<file path="src/rtl/core/gaps_pkg.sv">
package gaps_pkg;

    localparam int GRID_ROWS = 16;
    localparam int GRID_COLS = 16;
    localparam int NCELLS    = GRID_ROWS * GRID_COLS;
    localparam int CELL_W    = 8;
    localparam int LEN_W     = 9;
    localparam int F_W       = 10;

    localparam logic [1:0] CMD_WRITE  = 2'd0;
    localparam logic [1:0] CMD_SEARCH = 2'd1;
    localparam logic [1:0] CMD_READ   = 2'd2;

    localparam logic [1:0] MARK_UNSEEN = 2'd0;
    localparam logic [1:0] MARK_OPEN   = 2'd1;
    localparam logic [1:0] MARK_CLOSED = 2'd2;

    typedef struct packed {
        logic [1:0] cmd;
        logic [3:0] cell_row;
        logic [3:0] cell_col;
        logic       cell_blocked;
        logic [3:0] start_row;
        logic [3:0] start_col;
        logic [3:0] goal_row;
        logic [3:0] goal_col;
    } in_beat_t;

    typedef struct packed {
        logic       found;
        logic [8:0] path_length;
        logic [3:0] step_row;
        logic [3:0] step_col;
        logic       last;
    } out_beat_t;

    typedef enum logic [16:0] {
        ST_CLR     = 17'b1 << 0,
        ST_IDLE    = 17'b1 << 1,
        ST_MCLR    = 17'b1 << 2,
        ST_SEED    = 17'b1 << 3,
        ST_SCAN_A  = 17'b1 << 4,
        ST_SCAN_B  = 17'b1 << 5,
        ST_SCAN_C  = 17'b1 << 6,
        ST_SHIFT_A = 17'b1 << 7,
        ST_SHIFT_B = 17'b1 << 8,
        ST_CLOSE   = 17'b1 << 9,
        ST_GCUR    = 17'b1 << 10,
        ST_NB_A    = 17'b1 << 11,
        ST_NB_B    = 17'b1 << 12,
        ST_PATH_A  = 17'b1 << 13,
        ST_PATH_B  = 17'b1 << 14,
        ST_RD      = 17'b1 << 15,
        ST_RESP    = 17'b1 << 16
    } state_t;

    typedef struct packed {
        state_t state;
    } ctl_t;

    typedef struct packed {
        logic       idx_end;
        logic       cnt_zero;
        logic       scan_last;
        logic       shift_done;
        logic       is_goal;
        logic       nb_in;
        logic       dir_last;
        logic       walk_done;
        logic       rd_hit;
        logic       out_free;
        logic [1:0] cmd;
    } stat_t;

    function automatic logic signed [5:0] dir_dr(input logic [2:0] d);
        case (d)
            3'd2, 3'd4, 3'd5: dir_dr = -6'sd1;
            3'd3, 3'd6, 3'd7: dir_dr = 6'sd1;
            default:          dir_dr = 6'sd0;
        endcase
    endfunction

    function automatic logic signed [5:0] dir_dc(input logic [2:0] d);
        case (d)
            3'd0, 3'd4, 3'd6: dir_dc = -6'sd1;
            3'd1, 3'd5, 3'd7: dir_dc = 6'sd1;
            default:          dir_dc = 6'sd0;
        endcase
    endfunction

    function automatic logic [3:0] adiff(input logic [3:0] a, input logic [3:0] b);
        adiff = (a > b) ? a - b : b - a;
    endfunction

endpackage

</file>
<file path="src/rtl/core/gaps_ctrl.sv">
module gaps_ctrl (
    input  logic          aclk,
    input  logic          aresetn,
    input  logic          s_valid,
    input  gaps_pkg::stat_t st,
    output gaps_pkg::ctl_t  ctl
);

    gaps_pkg::state_t state_reg, state_next;

    always_ff @(posedge aclk) begin
        if (!aresetn) begin
            state_reg <= gaps_pkg::ST_CLR;
        end else begin
            state_reg <= state_next;
        end
    end

    always_comb begin
        state_next = state_reg;
        case (state_reg)
            gaps_pkg::ST_CLR: begin
                if (st.idx_end) state_next = gaps_pkg::ST_IDLE;
            end
            gaps_pkg::ST_IDLE: begin
                if (s_valid) begin
                    case (st.cmd)
                        gaps_pkg::CMD_SEARCH: state_next = gaps_pkg::ST_MCLR;
                        gaps_pkg::CMD_READ:
                            state_next = st.rd_hit ? gaps_pkg::ST_RD : gaps_pkg::ST_RESP;
                        default: state_next = gaps_pkg::ST_RESP;
                    endcase
                end
            end
            gaps_pkg::ST_MCLR: begin
                if (st.idx_end) state_next = gaps_pkg::ST_SEED;
            end
            gaps_pkg::ST_SEED:   state_next = gaps_pkg::ST_SCAN_A;
            gaps_pkg::ST_SCAN_A: begin
                state_next = st.cnt_zero ? gaps_pkg::ST_RESP : gaps_pkg::ST_SCAN_B;
            end
            gaps_pkg::ST_SCAN_B: state_next = gaps_pkg::ST_SCAN_C;
            gaps_pkg::ST_SCAN_C: begin
                state_next = st.scan_last ? gaps_pkg::ST_SHIFT_A : gaps_pkg::ST_SCAN_A;
            end
            gaps_pkg::ST_SHIFT_A: begin
                state_next = st.shift_done ? gaps_pkg::ST_CLOSE : gaps_pkg::ST_SHIFT_B;
            end
            gaps_pkg::ST_SHIFT_B: state_next = gaps_pkg::ST_SHIFT_A;
            gaps_pkg::ST_CLOSE: begin
                state_next = st.is_goal ? gaps_pkg::ST_PATH_A : gaps_pkg::ST_GCUR;
            end
            gaps_pkg::ST_GCUR:  state_next = gaps_pkg::ST_NB_A;
            gaps_pkg::ST_NB_A: begin
                if (st.nb_in) state_next = gaps_pkg::ST_NB_B;
                else if (st.dir_last) state_next = gaps_pkg::ST_SCAN_A;
            end
            gaps_pkg::ST_NB_B: begin
                state_next = st.dir_last ? gaps_pkg::ST_SCAN_A : gaps_pkg::ST_NB_A;
            end
            gaps_pkg::ST_PATH_A: begin
                state_next = st.walk_done ? gaps_pkg::ST_RESP : gaps_pkg::ST_PATH_B;
            end
            gaps_pkg::ST_PATH_B: state_next = gaps_pkg::ST_PATH_A;
            gaps_pkg::ST_RD:     state_next = gaps_pkg::ST_RESP;
            gaps_pkg::ST_RESP: begin
                if (st.out_free) state_next = gaps_pkg::ST_IDLE;
            end
            default: state_next = gaps_pkg::ST_CLR;
        endcase
    end

    assign ctl.state = state_reg;

endmodule

</file>
<file path="config.mk">
export PLATFORM = sky130hd
export DESIGN_NAME = gaps_ctrl
export DESIGN_NICKNAME = d
export VERILOG_FILES = /design/src/rtl/core/gaps_pkg.sv /design/src/rtl/core/gaps_ctrl.sv
export SDC_FILE = /design/constraint.sdc
export NUM_CORES = 1
export LEC_CHECK = 0
export BUFFER_PORTS_ARGS = -buffer_cell sky130_fd_sc_hd__buf_2
export CORE_MARGIN = 8
export CORE_UTILIZATION = 46
export DETAILED_ROUTE_END_ITERATION = 12
export GPL_TIMING_DRIVEN = 1
export MAX_ROUTING_LAYER = met4
export PLACE_DENSITY = 0.82
export SYNTH_ARGS = -nofsm -noshare
export SYNTH_HDL_FRONTEND = slang
export SYNTH_SLANG_ARGS = --single-unit
export TNS_END_PERCENT = 30
</file>
<file path="constraint.sdc">
create_clock -name aclk -period 2.2 [get_ports aclk]
set_input_delay 0.22 -clock aclk [delete_from_list [all_inputs] [get_ports aclk]]
set_output_delay 0.22 -clock aclk [all_outputs]
set_load 0.01 [all_outputs]
</file>
==> metrics.txt <==
Final nets=213; final non-filler cell total=227; Die Y=65.40 um; Filler cells=206; CTS tree=done; CTS sink cnt=17; fmax=0.4575 GHz; Crit path max-delay family=simple AND/OR/NAND/NOR gates; all-layer global routing usage=0.1805; Synth-to-Final Area Change=47.60%; clock buffer depth=2; wire per inst=17.67 um; Worst IR Drop VDD=0.5016 mV; post-layout min period=2.186 ns; first-pass GRT wire length=6016 um; root buffer cell=clkbuf_4; row cnt=18; WP data arrival=2.39 ns; dominant cells by area after synthesis=dfxtp_1 (30%), nor2_1 (5.4%), nand2b_1 (5.0%); Post-synth top flop=dfxtp_1; vias in the first global route=1350; crit-path most repeated cell=buf_4; core area=2387 um2; slowest stage delay, CP=0.58 ns; CP Launch Type=flip-flop; switching pwr=480.4 uW; Yosys reg bits=17; most common cell after layout, fill and taps aside=buf_2; sequential element share of the synthesized area=0.3032; Routed WL=4011 um; Crit. End Element=flip-flop; cell leakage power=0.0007097 uW; number of warnings issued by yosys=0; Post-DP HPWL=2950 um; crit path kind=reg2reg; # DRC=0; crit share post-route=0.9935; Pins Over Slew Limit=0; Setup violations, final=0; Largest register FFs=17; largest net degree at the start of global routing=11; post-route cell area=1657 um2; die area=4277 um2; Worst-Skew Late Latency=0.30 ns; clock slew at reported path FFs=0.10 ns; Post-synth EDFFs=0; Slowest cell on crit path=or4_4; Final Hold Viols=0; Detailed Route Iter0 Violations=94; number of routed nets with antenna violations=0; total iterations of the first detailed-routing run=4; crit-path cells=or4_4 -> buf_4 -> a2111oi_2 -> nor3_1 -> a21oi_2 -> o41ai_4 -> buf_4 -> a21o_1; number of CTS-inserted buffers=3; Slew HR=0.7376; area share of the largest cell type after synthesis=0.3032; hold buffers post-CTS=0; most frequent cells in the layout=buf_2 (31), buf_4 (25), nor2_1 (15), dfxtp_1 (15), nand2_1 (11); Gate power share=0.577; number of port buffers=31; Finished Core Util=0.6939; sequential share of power=0.280; DR vias=1372; status=finished clean; routability cong.=1.002; syn_nets=157; Die Wd=65.40 um; worst hold path class=in2reg; Post-Synthesis Cells=142; Starting Density=0.4701; H-tree levels=1; CP Buf/Inv Count=2; number of I/O pins=32; Synth area leader=dfxtp_1; grt ovf=0; Via-to-Cell Ratio=6.044; antenna cells=0; placed cells=220; max-cap violation count=0; Syn Area/Cell=7.904 um2; share of cells above drive strength 1=0.4619; PD cells=733.7 nW/um2; switch share=0.3953; Worst Path Max Fanout=5; worst slew pin tran=0.3899 ns; Async SR Flop Fraction=0; synth unique cells=41; WHS=0.08136 ns; data required time of the worst path=2.41 ns; Cell Int Power=735.0 uW; initial antenna violation count=0; Post-Route Skew=0.002047 ns; placed instance area=1478 um2; synthesized area=1122 um2; clock share of power=0.142
[logic make-up (layout without fill, tap and decap cells)]
group / Yosys count / in the layout / synth area share
buffers and inverters: 9 / 63 / 0.04459
flip-flops: 17 / 17 / 0.3032
XOR/XNOR: 5 / 5 / 0.03903
AND/OR/NAND/NOR: 88 / 89 / 0.4470
multiplexers: 2 / 2 / 0.01784
AO/OA/AOI/OAI: 21 / 21 / 0.1483
[cells in the mapped netlist, types with 4 or more instances]
| cell | n |
|---|---|
| nor2b_1 | 4 |
| or3_1 | 5 |
| nor4_1 | 8 |
| o21ai_0 | 4 |
| nor2_1 | 16 |
| nand2b_1 | 9 |
| or4_1 | 5 |
| nand2_1 | 12 |
| dfxtp_1 | 17 |
| nand3_1 | 4 |
| nor3_1 | 10 |
[timing repair]
item                       in CTS  in global routing
gates cloned                    0                  1
setup buffers                   0                  2
pin swaps                       0                  7
setup endpoints to repair       5                 11
gates resized for setup         6                 19
[area by class of cell]
type,count,area (um2),share of cell area
inverters,3,11.26,0.006798
multi-input cells,117,894.6,0.5400
flip-flops and latches,17,342.8,0.2069
clock buffers,3,22.52,0.01360
repair buffers,56,342.8,0.2069
well taps,30,37.54,0.02266
clock inverters,1,5.005,0.003021
[path summary, 6_finish.rpt]
| kind | start | slack, ns | depth (start not counted) | to |
|---|---|---|---|---|
| min | st[8] | 0.08 | 2 | ctl[8]$_SDFFE_PN0P_ |
| min reg2reg | ctl[15]$_SDFFE_PN0P_ | 0.62 | 2 | ctl[13]$_SDFFE_PN0P_ |
| max | ctl[7]$_SDFFE_PN0P_ | 0.01 | 8 | ctl[0]$_SDFFE_PN1P_ |
| max reg2reg | ctl[7]$_SDFFE_PN0P_ | 0.01 | 8 | ctl[0]$_SDFFE_PN1P_ |
[power by group through the flow]
stage	Combinational, uW	Clock [uW]	Sequential, uW
CTS	609	172	341
finish	702	173	341
detailed placement	586	0	346
floorplan	339	0	364
global placement	576	0	345
global route	759	186	344
[routing by layer]
metal  part of all wire  track usage  wire length (um)
met5                  0            -                 0
met4              0.043      0.08992               174
met3              0.060      0.04932               242
met2               0.50       0.2829              2005
met1               0.40       0.2075              1588
[metrics by stage]
step | TNS, ns | setup WS, ns | total power (uW)
2_1_floorplan | -0.05802 | -0.03706 | 703.0
3_3_place_gp | 0 | 0.04532 | 921.0
3_5_place_dp | -0.08569 | -0.03410 | 931.8
4_1_cts | 0 | 0.02411 | 1122
5_1_grt | -0.1742 | -0.06487 | 1289
6_report | 0 | 0.01437 | 1215
No activity file was read; power rests on OpenSTA's default activity.
